--- config.mk ---
export PLATFORM = sky130hd
export DESIGN_NAME = h264_sps_dimension_parser_flat
export DESIGN_NICKNAME = d
export VERILOG_FILES = /design/src/sv/h264sps_pkg.sv /design/src/sv/h264sps_ifs.sv /design/src/sv/h264sps_bitparse.sv /design/src/sv/h264_sps_dimension_parser.sv /design/src/flat_wrapper.sv
export SDC_FILE = /design/constraint.sdc
export NUM_CORES = 1
export LEC_CHECK = 0
export ABC_AREA = 1
export BUFFER_PORTS_ARGS = -buffer_cell sky130_fd_sc_hd__buf_2
export CORE_ASPECT_RATIO = 1.2
export CORE_MARGIN = 4
export CORE_UTILIZATION = 57
export CTS_CLUSTER_DIAMETER = 150
export DETAILED_ROUTE_END_ITERATION = 7
export PLACE_DENSITY = 0.75
export SKIP_LAST_GASP = 1
export SLEW_MARGIN = 20
export SYNTH_ARGS = -nofsm -noshare
export SYNTH_HDL_FRONTEND = slang
export SYNTH_HIERARCHICAL = 1
export SYNTH_SLANG_ARGS = --single-unit
--- constraint.sdc ---
create_clock -name clk -period 4.1 [get_ports clk]
set_clock_uncertainty 0.05 [all_clocks]
set_input_delay 0.82 -clock clk [delete_from_list [all_inputs] [get_ports clk]]
set_output_delay 0.82 -clock clk [all_outputs]
set_load 0.05 [all_outputs]
--- src/sv/h264sps_pkg.sv ---
// Package for the H.264 SPS dimension parser.
// Holds shared widths, result status codes, default limits and the parser status struct.
// No dependencies.
`default_nettype none

package h264sps_pkg;

  // Payload widths
  localparam int BYTE_W = 8;
  localparam int STAT_W = 2;
  localparam int PIC_W  = 17;
  // Block counts: the picture size is the block count times 16
  localparam int BLK_W  = PIC_W - 4;

  // Default limits
  localparam int DEF_MAX_LEADING_ZEROS = 31;
  localparam int DEF_MAX_DIM_BLOCKS    = 4096;
  localparam int DEF_MAX_POC_CYCLE     = 255;

  // Result status codes
  localparam logic [STAT_W-1:0] STAT_OK     = 2'd0;
  localparam logic [STAT_W-1:0] STAT_NOTSPS = 2'd1;
  localparam logic [STAT_W-1:0] STAT_TRUNC  = 2'd2;
  localparam logic [STAT_W-1:0] STAT_RANGE  = 2'd3;

  // Status the bit parser reports to the top level
  typedef struct packed {
    logic              given;   // result decided for this NAL
    logic [STAT_W-1:0] status;
    logic [BLK_W-1:0]  wib;     // width in macroblocks
    logic [BLK_W-1:0]  hib;     // height in map units
  } parse_res_t;

endpackage

`default_nettype wire

--- src/sv/h264sps_ifs.sv ---
// Handshake interfaces of the SPS dimension parser: byte input and result output.
// Depends on h264sps_pkg.
`default_nettype none

interface h264sps_in_if import h264sps_pkg::*; ();
  logic              valid;
  logic              ready;
  logic [BYTE_W-1:0] data_byte;
  logic              last_byte;

  modport source (output valid, output data_byte, output last_byte, input ready);
  modport sink   (input valid, input data_byte, input last_byte, output ready);
endinterface

interface h264sps_out_if import h264sps_pkg::*; ();
  logic              valid;
  logic              ready;
  logic [STAT_W-1:0] status;
  logic [PIC_W-1:0]  pic_width;
  logic [PIC_W-1:0]  pic_height;

  modport source (output valid, output status, output pic_width, output pic_height,
                  input ready);
  modport sink   (input valid, input status, input pic_width, input pic_height,
                  output ready);
endinterface

`default_nettype wire

--- src/sv/h264sps_bitparse.sv ---
// Bit-serial SPS syntax parser: one bit per cycle while bit_vld is high, fixed fields and Exp-Golomb codes.
// Depends on h264sps_pkg.
`default_nettype none

module h264sps_bitparse import h264sps_pkg::*; #(
  parameter int MAX_LEADING_ZEROS = DEF_MAX_LEADING_ZEROS,
  parameter int MAX_DIM_BLOCKS    = DEF_MAX_DIM_BLOCKS,
  parameter int MAX_POC_CYCLE     = DEF_MAX_POC_CYCLE
) (
  input  wire logic clk,
  input  wire logic rst_n,
  input  wire logic clr,      // end of NAL: back to header step
  input  wire logic bit_vld,
  input  wire logic bit_in,
  output parse_res_t res
);

  localparam int ACC_W = MAX_LEADING_ZEROS + 1;
  localparam int LZ_W  = $clog2(MAX_LEADING_ZEROS + 2);
  localparam int CYC_W = $clog2(MAX_POC_CYCLE + 1);
  localparam int ST_W  = 5;

  // Syntax element being read
  localparam logic [ST_W-1:0] ST_HDR        = 5'd0;
  localparam logic [ST_W-1:0] ST_PROFILE    = 5'd1;
  localparam logic [ST_W-1:0] ST_CONSTR     = 5'd2;
  localparam logic [ST_W-1:0] ST_LEVEL      = 5'd3;
  localparam logic [ST_W-1:0] ST_SPSID      = 5'd4;
  localparam logic [ST_W-1:0] ST_CHROMA     = 5'd5;
  localparam logic [ST_W-1:0] ST_RESID      = 5'd6;
  localparam logic [ST_W-1:0] ST_DEPTHL     = 5'd7;
  localparam logic [ST_W-1:0] ST_DEPTHC     = 5'd8;
  localparam logic [ST_W-1:0] ST_BYPASS     = 5'd9;
  localparam logic [ST_W-1:0] ST_MATRIX     = 5'd10;
  localparam logic [ST_W-1:0] ST_LISTFLAG   = 5'd11;
  localparam logic [ST_W-1:0] ST_DELTA      = 5'd12;
  localparam logic [ST_W-1:0] ST_FRAMENUM   = 5'd13;
  localparam logic [ST_W-1:0] ST_POCTYPE    = 5'd14;
  localparam logic [ST_W-1:0] ST_POCLSB     = 5'd15;
  localparam logic [ST_W-1:0] ST_ALWAYSZERO = 5'd16;
  localparam logic [ST_W-1:0] ST_OFFNONREF  = 5'd17;
  localparam logic [ST_W-1:0] ST_OFFTB      = 5'd18;
  localparam logic [ST_W-1:0] ST_NUMCYCLE   = 5'd19;
  localparam logic [ST_W-1:0] ST_CYCLEOFF   = 5'd20;
  localparam logic [ST_W-1:0] ST_NUMREF     = 5'd21;
  localparam logic [ST_W-1:0] ST_GAPS       = 5'd22;
  localparam logic [ST_W-1:0] ST_WIDTH      = 5'd23;
  localparam logic [ST_W-1:0] ST_HEIGHT     = 5'd24;
  localparam logic [ST_W-1:0] ST_DONE       = 5'd25;

  // High profiles carry chroma format, bit depths and scaling lists
  function automatic logic is_high(input logic [7:0] p);
    return p == 8'd100 || p == 8'd110 || p == 8'd122 || p == 8'd244 ||
           p == 8'd44  || p == 8'd83  || p == 8'd86  || p == 8'd118 ||
           p == 8'd128 || p == 8'd138 || p == 8'd144;
  endfunction

  logic [ST_W-1:0]  step_r, step_nxt;
  logic [LZ_W-1:0]  lzc_r, lzc_nxt;
  logic [ACC_W-1:0] acc_r, acc_nxt;
  logic [7:0]       prof_r, prof_nxt;
  logic [3:0]       list_r, list_nxt;
  logic [6:0]       coef_r, coef_nxt;
  logic [7:0]       last_scale_r, last_scale_nxt;
  logic [CYC_W-1:0] cyc_r, cyc_nxt;
  logic [BLK_W-1:0] wib_r, wib_nxt;
  logic [BLK_W-1:0] hib_r, hib_nxt;
  logic             given_r, given_nxt;
  logic [STAT_W-1:0] stat_r, stat_nxt;

  logic             fix8, fix1, is_fixed;
  logic [ACC_W-1:0] acc_sh;
  logic [LZ_W-1:0]  lzc_inc, lzc_dec;
  logic             fin;
  logic [ACC_W-1:0] v;
  logic [7:0]       delta, ns;
  logic [6:0]       cn;
  logic             list_full;
  logic [3:0]       ln;
  logic [CYC_W-1:0] cyc_dec;

  assign fix8     = step_r == ST_HDR || step_r == ST_PROFILE || step_r == ST_CONSTR ||
                    step_r == ST_LEVEL;
  assign fix1     = step_r == ST_RESID || step_r == ST_BYPASS || step_r == ST_MATRIX ||
                    step_r == ST_LISTFLAG || step_r == ST_ALWAYSZERO || step_r == ST_GAPS;
  assign is_fixed = fix8 || fix1;
  assign acc_sh   = {acc_r[ACC_W-2:0], bit_in};
  assign lzc_inc  = lzc_r + 1'b1;
  assign lzc_dec  = lzc_r - 1'b1;

  // Scaling-list delta: se(v) reduced modulo 256
  assign delta     = v[0] ? (v[8:1] + 8'd1) : (8'd0 - v[8:1]);
  assign ns        = last_scale_r + delta;
  assign cn        = coef_r + 7'd1;
  assign list_full = (list_r < 4'd6) ? (cn >= 7'd16) : (cn >= 7'd64);
  assign ln        = list_r + 4'd1;
  assign cyc_dec   = cyc_r - 1'b1;

  // One bit through the current syntax element
  always_comb begin
    step_nxt       = step_r;
    lzc_nxt        = lzc_r;
    acc_nxt        = acc_r;
    prof_nxt       = prof_r;
    list_nxt       = list_r;
    coef_nxt       = coef_r;
    last_scale_nxt = last_scale_r;
    cyc_nxt        = cyc_r;
    wib_nxt        = wib_r;
    hib_nxt        = hib_r;
    given_nxt      = given_r;
    stat_nxt       = stat_r;
    fin            = 1'b0;
    v              = '0;

    if (bit_vld && !given_r && step_r < ST_DONE) begin
      if (is_fixed) begin
        acc_nxt = acc_sh;
        lzc_nxt = lzc_inc;
        if (fix8 ? (lzc_inc >= LZ_W'(8)) : 1'b1) begin
          fin = 1'b1;
          v   = acc_sh;
        end
      end else if (acc_r == '0) begin
        // prefix: count zeros up to the marker one
        if (!bit_in) begin
          lzc_nxt = lzc_inc;
          if (lzc_inc > LZ_W'(MAX_LEADING_ZEROS)) begin
            given_nxt = 1'b1;
            stat_nxt  = STAT_RANGE;
            step_nxt  = ST_DONE;
          end
        end else begin
          acc_nxt = ACC_W'(1);
          if (lzc_r == '0) begin
            fin = 1'b1;
            v   = '0;
          end
        end
      end else begin
        // suffix bits
        acc_nxt = acc_sh;
        lzc_nxt = lzc_dec;
        if (lzc_dec == '0) begin
          fin = 1'b1;
          v   = acc_sh - 1'b1;
        end
      end
    end

    // Element complete: act on its value
    if (fin) begin
      acc_nxt = '0;
      lzc_nxt = '0;
      case (step_r)
        ST_HDR: begin
          if (v[4:0] != 5'd7) begin
            given_nxt = 1'b1;
            stat_nxt  = STAT_NOTSPS;
            step_nxt  = ST_DONE;
          end else begin
            step_nxt = ST_PROFILE;
          end
        end
        ST_PROFILE: begin
          prof_nxt = v[7:0];
          step_nxt = ST_CONSTR;
        end
        ST_CONSTR:  step_nxt = ST_LEVEL;
        ST_LEVEL:   step_nxt = ST_SPSID;
        ST_SPSID:   step_nxt = is_high(prof_r) ? ST_CHROMA : ST_FRAMENUM;
        ST_CHROMA: begin
          // profile register now flags 4:4:4
          prof_nxt = (v == ACC_W'(3)) ? 8'd1 : 8'd0;
          step_nxt = (v == ACC_W'(3)) ? ST_RESID : ST_DEPTHL;
        end
        ST_RESID:   step_nxt = ST_DEPTHL;
        ST_DEPTHL:  step_nxt = ST_DEPTHC;
        ST_DEPTHC:  step_nxt = ST_BYPASS;
        ST_BYPASS:  step_nxt = ST_MATRIX;
        ST_MATRIX: begin
          list_nxt = '0;
          step_nxt = v[0] ? ST_LISTFLAG : ST_FRAMENUM;
        end
        ST_LISTFLAG: begin
          if (v[0]) begin
            coef_nxt       = '0;
            last_scale_nxt = 8'd8;
            step_nxt       = ST_DELTA;
          end else begin
            list_nxt = ln;
            step_nxt = (ln >= ((prof_r != 8'd0) ? 4'd12 : 4'd8)) ? ST_FRAMENUM : ST_LISTFLAG;
          end
        end
        ST_DELTA: begin
          coef_nxt = cn;
          if (ns == 8'd0 || list_full) begin
            list_nxt = ln;
            step_nxt = (ln >= ((prof_r != 8'd0) ? 4'd12 : 4'd8)) ? ST_FRAMENUM : ST_LISTFLAG;
          end else begin
            last_scale_nxt = ns;
          end
        end
        ST_FRAMENUM: step_nxt = ST_POCTYPE;
        ST_POCTYPE: begin
          if (v == '0)           step_nxt = ST_POCLSB;
          else if (v == ACC_W'(1)) step_nxt = ST_ALWAYSZERO;
          else                   step_nxt = ST_NUMREF;
        end
        ST_POCLSB:     step_nxt = ST_NUMREF;
        ST_ALWAYSZERO: step_nxt = ST_OFFNONREF;
        ST_OFFNONREF:  step_nxt = ST_OFFTB;
        ST_OFFTB:      step_nxt = ST_NUMCYCLE;
        ST_NUMCYCLE: begin
          if (v > ACC_W'(MAX_POC_CYCLE)) begin
            given_nxt = 1'b1;
            stat_nxt  = STAT_RANGE;
            step_nxt  = ST_DONE;
          end else begin
            cyc_nxt  = v[CYC_W-1:0];
            step_nxt = (v == '0) ? ST_NUMREF : ST_CYCLEOFF;
          end
        end
        ST_CYCLEOFF: begin
          cyc_nxt = cyc_dec;
          if (cyc_dec == '0) step_nxt = ST_NUMREF;
        end
        ST_NUMREF: step_nxt = ST_GAPS;
        ST_GAPS:   step_nxt = ST_WIDTH;
        ST_WIDTH: begin
          if (v >= ACC_W'(MAX_DIM_BLOCKS)) begin
            given_nxt = 1'b1;
            stat_nxt  = STAT_RANGE;
            step_nxt  = ST_DONE;
          end else begin
            wib_nxt  = v[BLK_W-1:0] + 1'b1;
            step_nxt = ST_HEIGHT;
          end
        end
        ST_HEIGHT: begin
          given_nxt = 1'b1;
          step_nxt  = ST_DONE;
          if (v >= ACC_W'(MAX_DIM_BLOCKS)) begin
            stat_nxt = STAT_RANGE;
          end else begin
            stat_nxt = STAT_OK;
            hib_nxt  = v[BLK_W-1:0] + 1'b1;
          end
        end
        default: ;
      endcase
    end
  end

  // State registers; clear returns to the header step
  always_ff @(posedge clk) begin
    if (!rst_n || clr) begin
      step_r       <= ST_HDR;
      lzc_r        <= '0;
      acc_r        <= '0;
      prof_r       <= '0;
      list_r       <= '0;
      coef_r       <= '0;
      last_scale_r <= 8'd8;
      cyc_r        <= '0;
      wib_r        <= '0;
      given_r      <= 1'b0;
    end else begin
      step_r       <= step_nxt;
      lzc_r        <= lzc_nxt;
      acc_r        <= acc_nxt;
      prof_r       <= prof_nxt;
      list_r       <= list_nxt;
      coef_r       <= coef_nxt;
      last_scale_r <= last_scale_nxt;
      cyc_r        <= cyc_nxt;
      wib_r        <= wib_nxt;
      given_r      <= given_nxt;
    end
  end

  // Result payload, qualified by given
  always_ff @(posedge clk) begin
    stat_r <= stat_nxt;
    hib_r  <= hib_nxt;
  end

  assign res.given  = given_r;
  assign res.status = stat_r;
  assign res.wib    = wib_r;
  assign res.hib    = hib_r;

endmodule

`default_nettype wire

--- src/sv/h264_sps_dimension_parser.sv ---
// Flow: a byte is accepted and shifted through the parser one bit per cycle, and its
// result (if any) is loaded into the output register in the wrap-up state.
// Input: no new byte is taken while a byte is shifted; the next byte is taken in the
// wrap-up cycle, except when this byte has a result and the output is still full.
// Reset: synchronous active-low rst_n returns the parser to the NAL header and empties
// the output register.
// Top level of the SPS dimension parser; depends on h264sps_pkg, the interfaces and
// h264sps_bitparse.
`default_nettype none

module h264_sps_dimension_parser import h264sps_pkg::*; #(
  parameter int MAX_LEADING_ZEROS = DEF_MAX_LEADING_ZEROS,
  parameter int MAX_DIM_BLOCKS    = DEF_MAX_DIM_BLOCKS,
  parameter int MAX_POC_CYCLE     = DEF_MAX_POC_CYCLE
) (
  input  wire logic     clk,
  input  wire logic     rst_n,
  h264sps_in_if.sink    in_item,
  h264sps_out_if.source out_item
);

  localparam logic [1:0] S_IDLE  = 2'd0;
  localparam logic [1:0] S_SHIFT = 2'd1;
  localparam logic [1:0] S_WRAP  = 2'd2;

  logic [1:0]        state_r, state_nxt;
  logic [2:0]        bitpos_r, bitpos_nxt;
  logic [BYTE_W-1:0] sh_r, sh_nxt;
  logic              last_r, last_nxt;
  logic              had_r, had_nxt;
  logic              out_valid_r, out_valid_nxt;
  logic [STAT_W-1:0] out_stat_r, out_stat_nxt;
  logic [PIC_W-1:0]  out_w_r, out_w_nxt;
  logic [PIC_W-1:0]  out_h_r, out_h_nxt;

  parse_res_t pres;
  logic       accept, emit, wrap_go, bit_vld, pclr;

  // Wrap-up: decide on a result once all 8 bits are in
  assign emit    = (!had_r && pres.given) || (last_r && !pres.given);
  assign wrap_go = (state_r == S_WRAP) && (!emit || !out_valid_r || out_item.ready);
  assign in_item.ready = (state_r == S_IDLE) || wrap_go;
  assign accept  = in_item.valid && in_item.ready;
  assign bit_vld = state_r == S_SHIFT;
  assign pclr    = wrap_go && last_r;

  h264sps_bitparse #(
    .MAX_LEADING_ZEROS (MAX_LEADING_ZEROS),
    .MAX_DIM_BLOCKS    (MAX_DIM_BLOCKS),
    .MAX_POC_CYCLE     (MAX_POC_CYCLE)
  ) u_bitparse (
    .clk     (clk),
    .rst_n   (rst_n),
    .clr     (pclr),
    .bit_vld (bit_vld),
    .bit_in  (sh_r[BYTE_W-1]),
    .res     (pres)
  );

  // Byte sequencer and output register
  always_comb begin
    state_nxt     = state_r;
    bitpos_nxt    = bitpos_r;
    sh_nxt        = sh_r;
    last_nxt      = last_r;
    had_nxt       = had_r;
    out_valid_nxt = out_valid_r && !out_item.ready;
    out_stat_nxt  = out_stat_r;
    out_w_nxt     = out_w_r;
    out_h_nxt     = out_h_r;

    case (state_r)
      S_IDLE: ;
      S_SHIFT: begin
        if (bitpos_r == '0) had_nxt = pres.given;
        sh_nxt     = {sh_r[BYTE_W-2:0], 1'b0};
        bitpos_nxt = bitpos_r + 3'd1;
        if (bitpos_r == 3'd7) state_nxt = S_WRAP;
      end
      S_WRAP: begin
        if (wrap_go) begin
          state_nxt = S_IDLE;
          if (emit) begin
            out_valid_nxt = 1'b1;
            if (pres.given) begin
              out_stat_nxt = pres.status;
              out_w_nxt    = (pres.status == STAT_OK) ? {pres.wib, 4'b0000} : '0;
              out_h_nxt    = (pres.status == STAT_OK) ? {pres.hib, 4'b0000} : '0;
            end else begin
              out_stat_nxt = STAT_TRUNC;
              out_w_nxt    = '0;
              out_h_nxt    = '0;
            end
          end
        end
      end
      default: state_nxt = S_IDLE;
    endcase

    // New byte enters the shift register
    if (accept) begin
      state_nxt  = S_SHIFT;
      bitpos_nxt = '0;
      sh_nxt     = in_item.data_byte;
      last_nxt   = in_item.last_byte;
    end
  end

  always_ff @(posedge clk) begin
    if (!rst_n) begin
      state_r     <= S_IDLE;
      bitpos_r    <= '0;
      out_valid_r <= 1'b0;
    end else begin
      state_r     <= state_nxt;
      bitpos_r    <= bitpos_nxt;
      out_valid_r <= out_valid_nxt;
    end
  end

  always_ff @(posedge clk) begin
    sh_r       <= sh_nxt;
    last_r     <= last_nxt;
    had_r      <= had_nxt;
    out_stat_r <= out_stat_nxt;
    out_w_r    <= out_w_nxt;
    out_h_r    <= out_h_nxt;
  end

  assign out_item.valid      = out_valid_r;
  assign out_item.status     = out_stat_r;
  assign out_item.pic_width  = out_w_r;
  assign out_item.pic_height = out_h_r;

endmodule

`default_nettype wire

--- src/flat_wrapper.sv ---
// flat-port wrapper written by rule: the top's interface ports become plain ports
module h264_sps_dimension_parser_flat import h264sps_pkg::*;
#(
  parameter int MAX_LEADING_ZEROS = DEF_MAX_LEADING_ZEROS,
  parameter int MAX_DIM_BLOCKS    = DEF_MAX_DIM_BLOCKS,
  parameter int MAX_POC_CYCLE     = DEF_MAX_POC_CYCLE
)
  (clk, rst_n, in_item_valid, in_item_data_byte, in_item_last_byte, in_item_ready, out_item_valid, out_item_status, out_item_pic_width, out_item_pic_height, out_item_ready);
  h264sps_in_if in_item_i ();
  h264sps_out_if out_item_i ();
  input  wire logic clk;
  input  wire logic rst_n;
  input wire logic [$bits(in_item_i.valid)-1:0] in_item_valid;
  input wire logic [$bits(in_item_i.data_byte)-1:0] in_item_data_byte;
  input wire logic [$bits(in_item_i.last_byte)-1:0] in_item_last_byte;
  output wire logic [$bits(in_item_i.ready)-1:0] in_item_ready;
  output wire logic [$bits(out_item_i.valid)-1:0] out_item_valid;
  output wire logic [$bits(out_item_i.status)-1:0] out_item_status;
  output wire logic [$bits(out_item_i.pic_width)-1:0] out_item_pic_width;
  output wire logic [$bits(out_item_i.pic_height)-1:0] out_item_pic_height;
  input wire logic [$bits(out_item_i.ready)-1:0] out_item_ready;
  assign in_item_i.valid = in_item_valid;
  assign in_item_i.data_byte = in_item_data_byte;
  assign in_item_i.last_byte = in_item_last_byte;
  assign in_item_ready = in_item_i.ready;
  assign out_item_valid = out_item_i.valid;
  assign out_item_status = out_item_i.status;
  assign out_item_pic_width = out_item_i.pic_width;
  assign out_item_pic_height = out_item_i.pic_height;
  assign out_item_i.ready = out_item_ready;
  h264_sps_dimension_parser #(.MAX_LEADING_ZEROS(MAX_LEADING_ZEROS), .MAX_DIM_BLOCKS(MAX_DIM_BLOCKS), .MAX_POC_CYCLE(MAX_POC_CYCLE)) u_core (.clk(clk), .rst_n(rst_n), .in_item(in_item_i), .out_item(out_item_i));
endmodule
* After elaboration in Yosys (flattened, before gate mapping)
Cells that the tools add are included.
** Cells by class
- $lt $le $gt $ge :: 9
- Eq/ne operators :: 53
- Mux-type cells :: 84
- $add $sub $neg :: 11
- Bitwise logic cells :: 3
- Reduce and logical (&&, ||, !) cells :: 71
** Operators by type and width (count)
- 32-bit two-way mux :: 8
- 5-bit one-hot mux with 25 select lines :: 1
- 32-bit zero test :: 2
- 5-bit two-way mux :: 10
- 8-bit by 7-bit == test with 1-bit output (second input constant) :: 6
- 8-bit two-way mux :: 6
- 8-bit one-hot mux with 2 select lines :: 3
- 5-bit == test (second input constant) :: 9
- 5-bit by 4-bit == test with 1-bit output (second input constant) :: 8
- 32-bit by 1-bit == test with 1-bit output (second input constant) :: 1
- 32-bit by 2-bit == test with 1-bit output (second input constant) :: 1
- 8-bit == test (second input constant) :: 4
- 32-bit by 13-bit greater-or-equal comparator with 1-bit output (second input constant) :: 1
- 32-bit by 8-bit > comparator with 1-bit output (second input constant) :: 1
- 32-bit by 1-bit subtractor with 32-bit output (second input constant) :: 1
- 1-bit two-way mux :: 26
- 1-bit logical OR :: 25
- 2-bit two-way mux :: 12
- 3-bit AND reduction :: 7
- 5-bit by 3-bit == test with 1-bit output (second input constant) :: 4
- 6-bit two-way mux :: 3
- 8-bit zero test :: 2
- 4-bit two-way mux :: 4
- 3-bit two-way mux :: 5
- other kinds (48) :: 81
** Word-level totals
- Output and inout port bits :: 38
- Bits in registers :: 159
- Bits of input ports :: 13
- Logic and storage cells :: 255

* Logic depth before layout (Yosys ltp)
- Depth in word-level cells :: 17
- Gate-level depth with buffers :: 40
- Gate-level depth less buffers :: 39

* By module
Netlist, hierarchy kept.
** Modules (own cells, without submodules)
- h264sps_bitparse :: cells an instance 1320, area an instance 8274.2 um2, seq. area each 2272.2 um2, instances 1
- h264_sps_dimension_parser :: cells an instance 188, area an instance 2088.3 um2, seq. area each 1261.2 um2, instances 1

* Least setup slack after synthesis
Ideal clock, no wire load.
- Path kind :: flip-flop to flip-flop
- Start point :: register u_core.u_bitparse.lzc_r[0]
- End point :: register u_core.u_bitparse.list_r[0]
- Path slack :: -321 ps
- Stages on the path, launching flop included :: 37
- Path buffers :: 1
- Period minus slack after synthesis :: 4421 ps
- Arrival :: 4258 ps
- Library setup time :: 114 ps
- Data required time :: 3936 ps
- Path through :: dfxtp_1 > inv_1 > ha_1 > nand2_1 > nand3_1 > nand3b_1 > nor2_1 > buf_4 > nand3_1 > nand2_1 > nand3_1 > inv_1 > ha_1 > inv_1 > nor2_1 > inv_2 > o21ai_0 > xor2_1 > inv_1 > ha_1 > nand3_1 > nand2_1 > a21oi_1 > o21bai_1 > nand2_1 > nand2_1 > nand2_1 > nand2_1 > nand3_1 > nand2_1 > nand3_1 > nand3_2 > nand3_1 > nand2_1 > nand2_1 > nand2_1 > nor2_1
** On the way
- Word-level cells in the longest chain between the ends :: 13
- Elaborated cells between the ends (all ways) :: 27
- Classes of those cells :: add/sub: 5; order compare: 1; eq/ne: 2; mux: 14; reduce/logical: 5
** RTL lines
- start, declared :: line h264sps_bitparse.sv:59 : logic [LZ_W-1:0] lzc_r, lzc_nxt;
- start signal, assigned :: line h264sps_bitparse.sv:270 : lzc_r <= lzc_nxt;
- 6-bit by 1-bit adder with 6-bit output / 6-bit by 1-bit subtractor with 6-bit output (equally long branches) :: line h264sps_bitparse.sv:88, h264sps_bitparse.sv:89
- 6-bit by 4-bit greater-or-equal comparator with 1-bit output / 6-bit zero test (equally long branches) :: line h264sps_bitparse.sv:120, h264sps_bitparse.sv:144
- 1-bit two-way mux / 32-bit two-way mux (equally long branches) :: line h264sps_bitparse.sv:120, h264sps_bitparse.sv:144
- 32-bit two-way mux, on equally long branches :: line h264sps_bitparse.sv:120, h264sps_bitparse.sv:124
- 32-bit two-way mux :: line h264sps_bitparse.sv:117 : if (is_fixed) begin
- 32-bit two-way mux :: line h264sps_bitparse.sv:116 : if (bit_vld && !given_r && step_r < ST_DONE) begin
- 1-bit by 8-bit subtractor with 8-bit output / 8-bit by 1-bit adder with 8-bit output (equally long branches) :: line h264sps_bitparse.sv:92 : assign delta = v[0] ? (v[8:1] + 8'd1) : (8'd0 - v[8:1]);
- 8-bit two-way mux :: line h264sps_bitparse.sv:92
- 8-bit adder :: line h264sps_bitparse.sv:93 : assign ns = last_scale_r + delta;
- 8-bit zero test :: line h264sps_bitparse.sv:197 : if (ns == 8'd0 || list_full) begin
- 1-bit logical OR :: line h264sps_bitparse.sv:197
- 2-bit inequality test (no source line)
- 4-bit AND reduction (no source line) (*)
- end signal, assigned :: line h264sps_bitparse.sv:273 : list_r <= list_nxt;
- end, declared :: line h264sps_bitparse.sv:62 : logic [3:0] list_r, list_nxt;
Mark *: on every way between the ends. The rest lies on a longest branch, timed or not.
A chain may end at the register's enable or synchronous reset.

* Worst setup path in the final report
- Start point :: register u_core.u_bitparse.lzc_r[0]
- End point :: register u_core.u_bitparse.last_scale_r[1]
** On the way
- Word-level cells in the longest chain between the ends :: 13
- Elaborated cells between the ends (all ways) :: 29
- Classes of those cells :: add/sub: 5; order compare: 1; eq/ne: 2; mux: 16; reduce/logical: 5
** RTL lines
- 6-bit by 1-bit adder with 6-bit output / 6-bit by 1-bit subtractor with 6-bit output (equally long branches) :: line h264sps_bitparse.sv:88, h264sps_bitparse.sv:89
- 6-bit by 4-bit greater-or-equal comparator with 1-bit output / 6-bit zero test (equally long branches) :: line h264sps_bitparse.sv:120, h264sps_bitparse.sv:144
- 1-bit two-way mux / 32-bit two-way mux (equally long branches) :: line h264sps_bitparse.sv:120, h264sps_bitparse.sv:144
- 32-bit two-way mux, on equally long branches :: line h264sps_bitparse.sv:120, h264sps_bitparse.sv:124
- 32-bit two-way mux :: line h264sps_bitparse.sv:117
- 32-bit two-way mux :: line h264sps_bitparse.sv:116
- 1-bit by 8-bit subtractor with 8-bit output / 8-bit by 1-bit adder with 8-bit output (equally long branches) :: line h264sps_bitparse.sv:92
- 8-bit two-way mux :: line h264sps_bitparse.sv:92
- 8-bit adder :: line h264sps_bitparse.sv:93
- 8-bit zero test :: line h264sps_bitparse.sv:197
- 1-bit logical OR :: line h264sps_bitparse.sv:197
- 2-bit inequality test (no source line)
- 4-bit AND reduction (no source line)
- end signal, assigned :: line h264sps_bitparse.sv:275 : last_scale_r <= last_scale_nxt;
- end, declared :: line h264sps_bitparse.sv:64 : logic [7:0] last_scale_r, last_scale_nxt;
Several ways; a longest one is shown, not always the timed one. The select of a mux whose other input is x is not followed.

==> impl_metrics.tcl <==
set metrics [dict create \
    synth_cell_types 53 \
    core_area_um2 17700 \
    critPathLaunch "u_core/u_bitparse/lzc_r[0]" \
    drtIter0Drc 757 \
    critPathMaxFanout 4 \
    synth_ff_type "dfxtp_1" \
    fin_ws_ns -0.138 \
    p_comb_share_pct 59.7 \
    cts_buffers 17 \
    p_leak_nw 5.67 \
    die_h_um 156 \
    cpMostUsedCell "nand2_2" \
    grtUsageTotal_pct 27.9 \
    violations "setup timing" \
    hold_ws_ns 0.417 \
    final_util_pct 70.3 \
    swShare_pct 47.7 \
    hp-start "u_core/u_bitparse/acc_r[31]" \
    period_needed_ns 4.24 \
    holdPathStages 2 \
    firstDrtPassIters 5 \
    synthTopCellsByArea "dfxtp_1, edfxtp_1, nand2_1, nor2_1, inv_1" \
    die_w_um 131 \
    clkSinkCount 151 \
    drive_gt1_share_pct 21.8 \
    ir_worst_vdd_mv 0.442 \
    worstSkewPairLatency_ns 0.44 \
    final-hold-violation-count 0 \
    timing.final.max_slew_violations 0 \
    nets 1694 \
    clock_path_buffers 2 \
    hp-class "flip-flop to flip-flop" \
    fmax_mhz 236 \
    worstMarginPinSlew_ns 0.906 \
    setup_viol 15 \
    io-pin-count 51 \
    rsz0062_at_grt "yes" \
    period_share_pct 103 \
    start_util_pct 58.5 \
    ys_ff_latch 151 \
    path_delay_family "simple AND/OR/NAND/NOR gates" \
    wl_per_cell_um 14.9 \
    intPower_w 0.00450 \
    totalNegativeSetupSlack_ns -1.29 \
    power_frac_clock_pct 18.6 \
    syn_area_um2 10400 \
    synthCells 1508 \
    crit_buf_inv 10 \
    cts_hold_buf 0 \
    power.switching_w 0.00410 \
    pwr-share-seq_pct 21.7 \
    synth_area_leader_cell "dfxtp_1" \
    status "finished, violations left" \
    via_per_inst 5.46 \
    critPathKind "flip-flop to flip-flop" \
    dp_hpwl_um 20900 \
    synth_edf_count 51 \
    htree_levels 4 \
    cp.depth 39 \
    synth_area_per_cell_um2 6.87 \
    first_global_vias 9704 \
    grt_max_degree 39 \
    drt-total-wl_um 28100 \
    crit_path_start_kind "flip-flop" \
    synth_top_area_share_pct 19.3 \
    maxSlewHeadroom_pct 39.4 \
    ys_async_sr_fraction_pct 0 \
    synth_warnings 6 \
    gp_congestion 0.950 \
    grt_overflow 0 \
    reg2reg_from "u_core/u_bitparse/lzc_r[0]" \
    synthTopCellsByCount "nand2_1, nor2_1, inv_1, nand3_1, dfxtp_1" \
    cts_tree "yes" \
    rows 53 \
    grt_pass1_wl_um 46100 \
    clock_tree.root_cell "clkbuf_16" \
    io_buffers 42 \
    clkTransAtPathRegs_ns 0.07 \
    synth_most_common_cell "nand2_1" \
    drc 0 \
    antenna_found_initial 0 \
    area_growth_syn_to_layout_pct 20.1 \
    reg2regPathDepth 39 \
    antenna_cells 0 \
    seq_area_frac_synth_pct 34.1 \
    die-area_um2 20400 \
    p_per_area_nw_per_um2 691 \
    cap_viol_max_count 0 \
    antenna_left 0 \
    worst_setup_path_end_kind "flip-flop" \
    max_stage_delay_ns 0.33 \
    num_vias 10317 \
    cp_slowest_cell "dfxtp_2" \
    cp.arrival_ns 4.55 \
    required_ns 4.41 \
]
## stage by stage
step / worst slack [ns] / cell area (um^2) / power, W / std cells
after floorplan: 0.0234 / 10400 / 0.00517 / 1515
after global placement: -0.0619 / 11500 / 0.00662 / 1843
after detailed placement: -0.354 / 11500 / 0.00667 / 1843
after CTS: -0.0154 / 12200 / 0.00838 / 1883
after global routing: -0.394 / 12400 / 0.00921 / 1888
final: -0.138 / 12400 / 0.00860 / 1888
## worst min-delay path, stage by stage (launching register included)
cell	delay [ns]
dfxtp_1	0.30
inv_1	0.06
a211oi_1	0.06
## kinds of logic after synthesis
logic type / after synthesis / synth area share [%]
adders and majority gates: 26 / 3.21
DFF: 151 / 34.1
other: 1 / 0.0362
xor gates and xnor gates: 49 / 4.14
buffers and inverters: 249 / 10.3
and+or+nand+nor: 842 / 37.5
AOI/OAI and AO/OA: 190 / 10.8
## path summary, 6_finish.rpt
kind	slack [ns]	end
setup / recovery	-0.14	u_core/u_bitparse/last_scale_r[1]
hold / removal	0.42	u_core/u_bitparse/acc_r[31]
setup reg to reg	-0.14	u_core/u_bitparse/last_scale_r[1]
hold reg to reg	0.42	u_core/u_bitparse/acc_r[31]
## state kept, by name, indices dropped and copies added, names as in the netlist, 13 cells and up
| name | count |
|---|---|
| u_core/u_bitparse/hib_r | 13 |
| u_core/u_bitparse/wib_r | 13 |
| u_core/out_item.pic_height | 13 |
| u_core/u_bitparse/acc_r | 32 |
| u_core/out_item.pic_width | 13 |
## power groups by stage
stage / Clock, W / Combinational (W) / Sequential, W
after detailed placement: 0 / 0.00479 / 0.00188
after floorplan: 0 / 0.00331 / 0.00186
after CTS: 0.00162 / 0.00491 / 0.00185
final: 0.00160 / 0.00514 / 0.00186
after global placement: 0 / 0.00474 / 0.00188
after global routing: 0.00169 / 0.00564 / 0.00188
## final cells by class
| cell class | count | area, um^2 |
|---|---|---|
| clock buffers | 18 | 429 |
| clock inverters | 14 | 165 |
| fillers | 1505 | 5260 |
| inverters | 195 | 734 |
| multi-input cells | 1116 | 6070 |
| flip-flops and latches | 151 | 3540 |
| well taps | 220 | 275 |
| repair buffers | 174 | 1220 |
## layout by cell type, fill, tap and decap left out, types with 20 or more instances in the layout
cell type,count
inv_1,177
xor2_1,41
nor2_1,214
edfxtp_1,51
a211oi_1,32
buf_2,42
dfxtp_1,93
nand2_1,354
a21oi_1,74
nand2_2,20
nor2_2,24
nor2_4,32
nand3_1,101
buf_4,128
o21ai_0,52
nor3_1,22
nand4_1,29
## what timing repair did
action / CTS / global route
pin swaps: 18 / 23
gates cloned: 1 / 0
resized for setup: 28 / 43
buffers inserted: 8 / 5
endpoints found under the setup margin: 15 / 15
## layer usage
metal  GRT usage (%)  wire, um  vias up
met2            49.8     14200      347
met3            3.60      1250       80
met1            32.9     11600     4754
met5               0         0        -
li1                -         -     5136
met4            12.5      1100        0
No activity file was read; power rests on OpenSTA's default activity.
